File: src/sv/purp_pkg.sv
// ----------------------------------------------------------------------------
// purp_pkg
// Shared types, codes and helpers of the picture unit register port: request
// and response payloads, controller/datapath links and video address folding.
// ----------------------------------------------------------------------------
package purp_pkg;

    // Memory geometry.
    localparam int VIDEO_AW     = 14;
    localparam int SPRITE_AW    = 8;
    localparam int VIDEO_DEPTH  = 1 << VIDEO_AW;
    localparam int SPRITE_DEPTH = 1 << SPRITE_AW;

    // Configuration port geometry.
    localparam int CFG_AW = 3;
    localparam int CFG_DW = 32;
    localparam logic [CFG_AW-1:0] CFG_ADDR_ENABLE = 3'd0;
    localparam logic [CFG_AW-1:0] CFG_ADDR_MIRROR = 3'd4;

    // Request command codes.
    localparam logic [1:0] CMD_READ   = 2'd0;
    localparam logic [1:0] CMD_WRITE  = 2'd1;
    localparam logic [1:0] CMD_VBLANK = 2'd2;
    localparam logic [1:0] CMD_FRAME  = 2'd3;

    // Register window indexes.
    localparam logic [2:0] REG_CTRL      = 3'd0;
    localparam logic [2:0] REG_MASK      = 3'd1;
    localparam logic [2:0] REG_STATUS    = 3'd2;
    localparam logic [2:0] REG_OAM_ADDR  = 3'd3;
    localparam logic [2:0] REG_OAM_DATA  = 3'd4;
    localparam logic [2:0] REG_SCROLL    = 3'd5;
    localparam logic [2:0] REG_ADDR      = 3'd6;
    localparam logic [2:0] REG_DATA      = 3'd7;

    // Register constants.
    localparam logic [7:0]          STATUS_RESET   = 8'hA0;
    localparam logic [7:0]          READ_UNMAPPED  = 8'hFF;
    localparam logic [VIDEO_AW-1:0] NT_MIRROR_OFF  = 14'h0400;
    localparam logic [VIDEO_AW-1:0] INC_ROW        = 14'd32;
    localparam logic [VIDEO_AW-1:0] INC_ONE        = 14'd1;
    localparam logic [5:0]          PALETTE_PAGE   = 6'h3F;

    // Request payload.
    typedef struct packed {
        logic [1:0] cmd;
        logic [2:0] reg_index;
        logic [7:0] write_data;
    } t_purp_req;

    // Response payload.
    typedef struct packed {
        logic [7:0] read_data;
        logic       nmi_enable;
        logic       in_vblank;
    } t_purp_rsp;

    // Controller commands to the datapath.
    typedef struct packed {
        logic capture;
        logic execute;
        logic mirror_wr;
    } t_purp_ctl;

    // Datapath status to the controller.
    typedef struct packed {
        logic mirror_needed;
    } t_purp_sts;

    // Configuration values.
    typedef struct packed {
        logic writes_enabled;
        logic mirroring;
    } t_purp_cfg;

    // Fold palette addresses into 32 entries; sprite backdrop entries alias
    // the background backdrop entries.
    function automatic logic [VIDEO_AW-1:0] purp_map_addr(input logic [VIDEO_AW-1:0] a);
        logic [VIDEO_AW-1:0] m;
        m = a;
        if (a[13:8] == PALETTE_PAGE) begin
            m = {PALETTE_PAGE, 3'b000, a[4] & (a[1:0] != 2'b00), a[3:0]};
        end
        return m;
    endfunction

endpackage

File: src/sv/purp_ctrl.sv
// ----------------------------------------------------------------------------
// purp_ctrl
// Sequencer of the register port: accepts one request, runs the execute
// step, adds a second memory write step for mirrored nametable writes, and
// holds the response valid until it is taken.
// ----------------------------------------------------------------------------
module purp_ctrl
    import purp_pkg::*;
(
    input  logic      i_clk,
    input  logic      i_rst_n,
    input  logic      i_in_valid,
    output logic      o_in_ready,
    output logic      o_out_valid,
    input  logic      i_out_ready,
    input  t_purp_sts i_sts,
    output t_purp_ctl o_ctl
);

    typedef enum logic [1:0] {
        ST_IDLE,
        ST_EXEC,
        ST_MIRROR
    } t_state;

    t_state r_state;
    logic   r_out_valid;
    logic   w_capture;

    // A request is taken only when the response slot is free or draining.
    assign o_in_ready  = (r_state == ST_IDLE) && (!r_out_valid || i_out_ready);
    assign w_capture   = i_in_valid && o_in_ready;
    assign o_out_valid = r_out_valid;

    // Commands decoded from the current state.
    always_comb begin
        o_ctl.capture   = w_capture;
        o_ctl.execute   = (r_state == ST_EXEC);
        o_ctl.mirror_wr = (r_state == ST_MIRROR);
    end

    // State and response valid.
    always_ff @(posedge i_clk) begin
        if (!i_rst_n) begin
            r_state     <= ST_IDLE;
            r_out_valid <= 1'b0;
        end else begin
            case (r_state)
                ST_IDLE: begin
                    if (r_out_valid && i_out_ready) begin
                        r_out_valid <= 1'b0;
                    end
                    if (w_capture) begin
                        r_state <= ST_EXEC;
                    end
                end
                ST_EXEC: begin
                    r_out_valid <= 1'b1;
                    if (i_sts.mirror_needed) begin
                        r_state <= ST_MIRROR;
                    end else begin
                        r_state <= ST_IDLE;
                    end
                end
                ST_MIRROR: begin
                    if (r_out_valid && i_out_ready) begin
                        r_out_valid <= 1'b0;
                    end
                    r_state <= ST_IDLE;
                end
                default: begin
                    r_state <= ST_IDLE;
                end
            endcase
        end
    end

    // A captured request is executed in the next cycle.
    a_capture_exec: assert property (@(posedge i_clk) disable iff (!i_rst_n)
        w_capture |=> (r_state == ST_EXEC))
        else $error("captured request not executed");

    // Execution always produces a pending response.
    a_exec_rsp: assert property (@(posedge i_clk) disable iff (!i_rst_n)
        (r_state == ST_EXEC) |=> r_out_valid)
        else $error("execute step left no response");

    // The mirror write only follows an execute step.
    a_mirror_order: assert property (@(posedge i_clk) disable iff (!i_rst_n)
        (r_state == ST_MIRROR) |-> ($past(r_state) == ST_EXEC))
        else $error("mirror write without execute step");

    // No new request while a response would be overwritten.
    a_no_overrun: assert property (@(posedge i_clk) disable iff (!i_rst_n)
        (r_state == ST_EXEC) |-> (!r_out_valid || $past(i_out_ready)))
        else $error("response overrun");

endmodule

File: config.mk
export PLATFORM = sky130hd
export DESIGN_NAME = purp_ctrl
export DESIGN_NICKNAME = d
export VERILOG_FILES = /design/src/sv/purp_pkg.sv /design/src/sv/purp_ctrl.sv
export SDC_FILE = /design/constraint.sdc
export NUM_CORES = 1
export LEC_CHECK = 0
export BUFFER_PORTS_ARGS = -buffer_cell sky130_fd_sc_hd__buf_2
export CAP_MARGIN = 20
export CORE_AREA = 2 2 39 41
export DETAILED_ROUTE_END_ITERATION = 6
export DIE_AREA = 0 0 41 43
export PLACE_DENSITY = 0.43
export REMOVE_ABC_BUFFERS = 1
export SLEW_MARGIN = 25
export SYNTH_ARGS = -nofsm -noshare
export SYNTH_HDL_FRONTEND = slang
export SYNTH_SLANG_ARGS = --single-unit
File: constraint.sdc
create_clock -name i_clk -period 0.9 [get_ports i_clk]
set_input_delay 0.135 -clock i_clk [delete_from_list [all_inputs] [get_ports i_clk]]
set_output_delay 0.135 -clock i_clk [all_outputs]
set_load 0.01 [all_outputs]
==> results by group <==
Outcome
  – Status: finished with violations
  – Failing checks: negative setup slack

Critical path
  – Critical path cell sequence: buf_4 -> nor3_1 -> buf_2
  – Crit path capture type: output pin
  – CP peak stage delay: 330 ps
  – Crit path from: r_state[0]$_SDFFE_PN0P_
  – CP startpoint kind: flip-flop
  – WP data required: about 760 ps
  – Kind of critical path: flip-flop to output pin
  – Worst Path Max Fanout: 4
  – CP max stage cell: dfxtp_2
  – Crit path arrival time: between 1000 and 1500 ps
  – Worst R2R Start: o_out_valid$_SDFFE_PN0P_
  – Delay-heaviest family, CP: flip-flops
  – Worst Path Buf+Inv: 2

Timing
  – Final period utilization: 130%
  – Worst-Margin Slew: 168 ps
  – Final Slew Violations: 0
  – Count of final setup violators: 6
  – Fin. Hold Viols: 0
  – RSZ-0062 raised after global routing: true
  – Achievable Freq: 857 MHz
  – Slew headroom: 88.7%
  – Worst Skew: 5.95 ps
  – Tmin final: 1170 ps
  – Post-layout worst setup margin: -267 ps

Placement
  – RePlAce Congestion: 0.618
  – Post-DP HPWL: 308 um
  – PortBufs: 9
  – Pre-CTS setup slack: -42.4 ps
  – Cell Area, Placed: approximately 250 um^2

Clock network
  – CTS tree: built
  – CTS buffer count: 3
  – CTS root buffer: clkbuf_4
  – Clock Sinks: 3
  – H-tree level count: 1
  – Maximum root-to-sink buffer count: 2
  – CTS clock-pin slew for the worst setup and hold paths: 40 ps
  – Worst skew pair latency: 240 ps

Power and ir drop
  – Static Leakage: 0.000169 uW
  – Switching Share: 24.8%
  – Comb pwr share: 22.1%
  – PD cells: 1370 mW/mm^2
  – Switching power: 124 uW
  – Internal power: between 300 and 400 uW
  – Seq pwr share: between 20% and 30%
  – Share of total power in the clock network: 48.3%
  – Pwr Total: 499 uW
  – Max VDD drop: 0.000458 V

Synthesis
  – Mapped cell area: approximately 150 um^2
  – Synthesized instance count: 15
  – Library cells used by synthesis: 11
  – Flops & latches, synth: 3
  – Synth warn: 0
  – Seq/Total Area, Yosys: 39.3%
  – Synthesized area per cell: 10.2 um^2

Cells and area
  – Final antenna diode count: 0
  – Most frequent cells in the layout: buf_6, buf_2, buf_4
  – Final non-filler cell area: 364 um^2
  – Ratio of cells with drive above 1 in the final layout: 85.7%
  – Layout Nets: 41
  – Area growth from synthesis to layout: 139%
  – Most common cell after layout, fill and taps aside: buf_6
  – # fillers: about 150

Floorplan
  – Full die area: 0.00176 mm^2
  – Core Region: roughly 0.0014 mm^2
  – Row count: 14
  – Io pins: 10
  – Die Height: between 40 and 50 um
  – Initial Utilization: 11.0%
  – Die width: 41 um

GRT
  – GRT Total Usage: 5.73%
  – GRT Residual Overflow: 0
  – Antenna violations before repair: 0
  – Vias in the first global route: approximately 160
  – Largest net degree at the start of global routing: 5
  – First-pass GRT wire length: around 630 um

Routing
  – Starting DRC count in detailed routing: 2
  – DR DRC count: 0
  – Initial DRT Pass Iterations: 4
  – Total Wirelength: ~440 um
  – Drt via density: between 3 and 4
  – Per-cell routed wire length: 8.61 um
  – Via count: 190
  – Remaining antenna violation count after routing: 0

Worst hold path
  – Worst hold path type: input pin to flip-flop
  – Min-delay src: i_sts

Run
  – Max-cap check violation count: 0
## power by group through the flow
stage	clock (uW)	sequential (uW)	combinational, uW
after floorplan	0	151	29.8
after global placement	0	148	76.6
after detailed placement	0	147	76.2
after CTS	253	148	95.9
after global routing	262	148	119
final	241	148	110
## metrics by stage
step | hold slack (ps) | instances | TNS, ps | utilization [%]
2_1_floorplan | 252 | 14 | -143 | -
3_3_place_gp | 369 | 44 | -69.5 | 17.9
3_5_place_dp | 366 | 44 | -42.4 | 17.9
4_1_cts | 114 | 50 | -1080 | 23.5
5_1_grt | 130 | 51 | -1410 | 26.3
6_report | 123 | 51 | -1130 | 26.3
## worst register-to-register path, cell delays in order, from the launching register on
cell and delay (ps):
dfxtp_2 310, nor2b_4 130, buf_4 120, buf_6 110
nor4_4 220
## layer usage
layer / global-route usage (%) / routed length [um]
met1: 8.06 / 214
met2: 5.31 / 163
met3: 3.14 / 56
met4: 6.00 / 4
met5: 0 / 0
## layout make-up
| class | count | area (um^2) | area share (%) |
|---|---|---|---|
| multi-input combinational | 11 | 115 | 31.6 |
| timing repair buffer | 17 | 139 | 38.1 |
| sequential | 3 | 63.8 | 17.5 |
| clock buffer | 4 | 26.3 | 7.22 |
| tap | 16 | 20.0 | 5.50 |
## path summary, 6_finish.rpt
path / endpoint / slack, ps / depth (start not counted)
worst max-delay path: o_in_ready / -270 / 3
worst min-delay path: r_state[1]$_SDFFE_PN0P_ / 120 / 2
worst max register to register: r_state[0]$_SDFFE_PN0P_ / -80 / 4
worst min register to register: r_state[0]$_SDFFE_PN0P_ / 560 / 2
## sequential cells by signal, summed over array words and instances (netlist names)
signal       flops
o_out_valid      1
r_state          2
## cell usage after synthesis
cell       number  share of area, %
and2b_2         1               5.7
nor4b_1         1               5.7
and3_1          1               4.1
nor2b_4         2                18
nor4_1          1               4.1
o2bb2ai_1       1               5.7
dfxtp_1         3                39
nor2b_1         1               4.1
nor3_1          1               3.3
nand2_1         2               4.9
buf_4           1               4.9
## repair_timing
action | CTS | global route
pin swaps | 0 | 2
hold buffers | 0 | 0
buffers inserted | 2 | 1
setup endpoints to repair | 5 | 7
gates resized for setup | 9 | 6
## kinds of logic after synthesis
family	count (synthesis)	synth area share (%)
flip-flops	3	39.3
AO/OA/AOI/OAI	1	5.74
buffers and inverters	1	4.92
AND/OR/NAND/NOR	10	50.0
(Power assumes the default switching activity.)
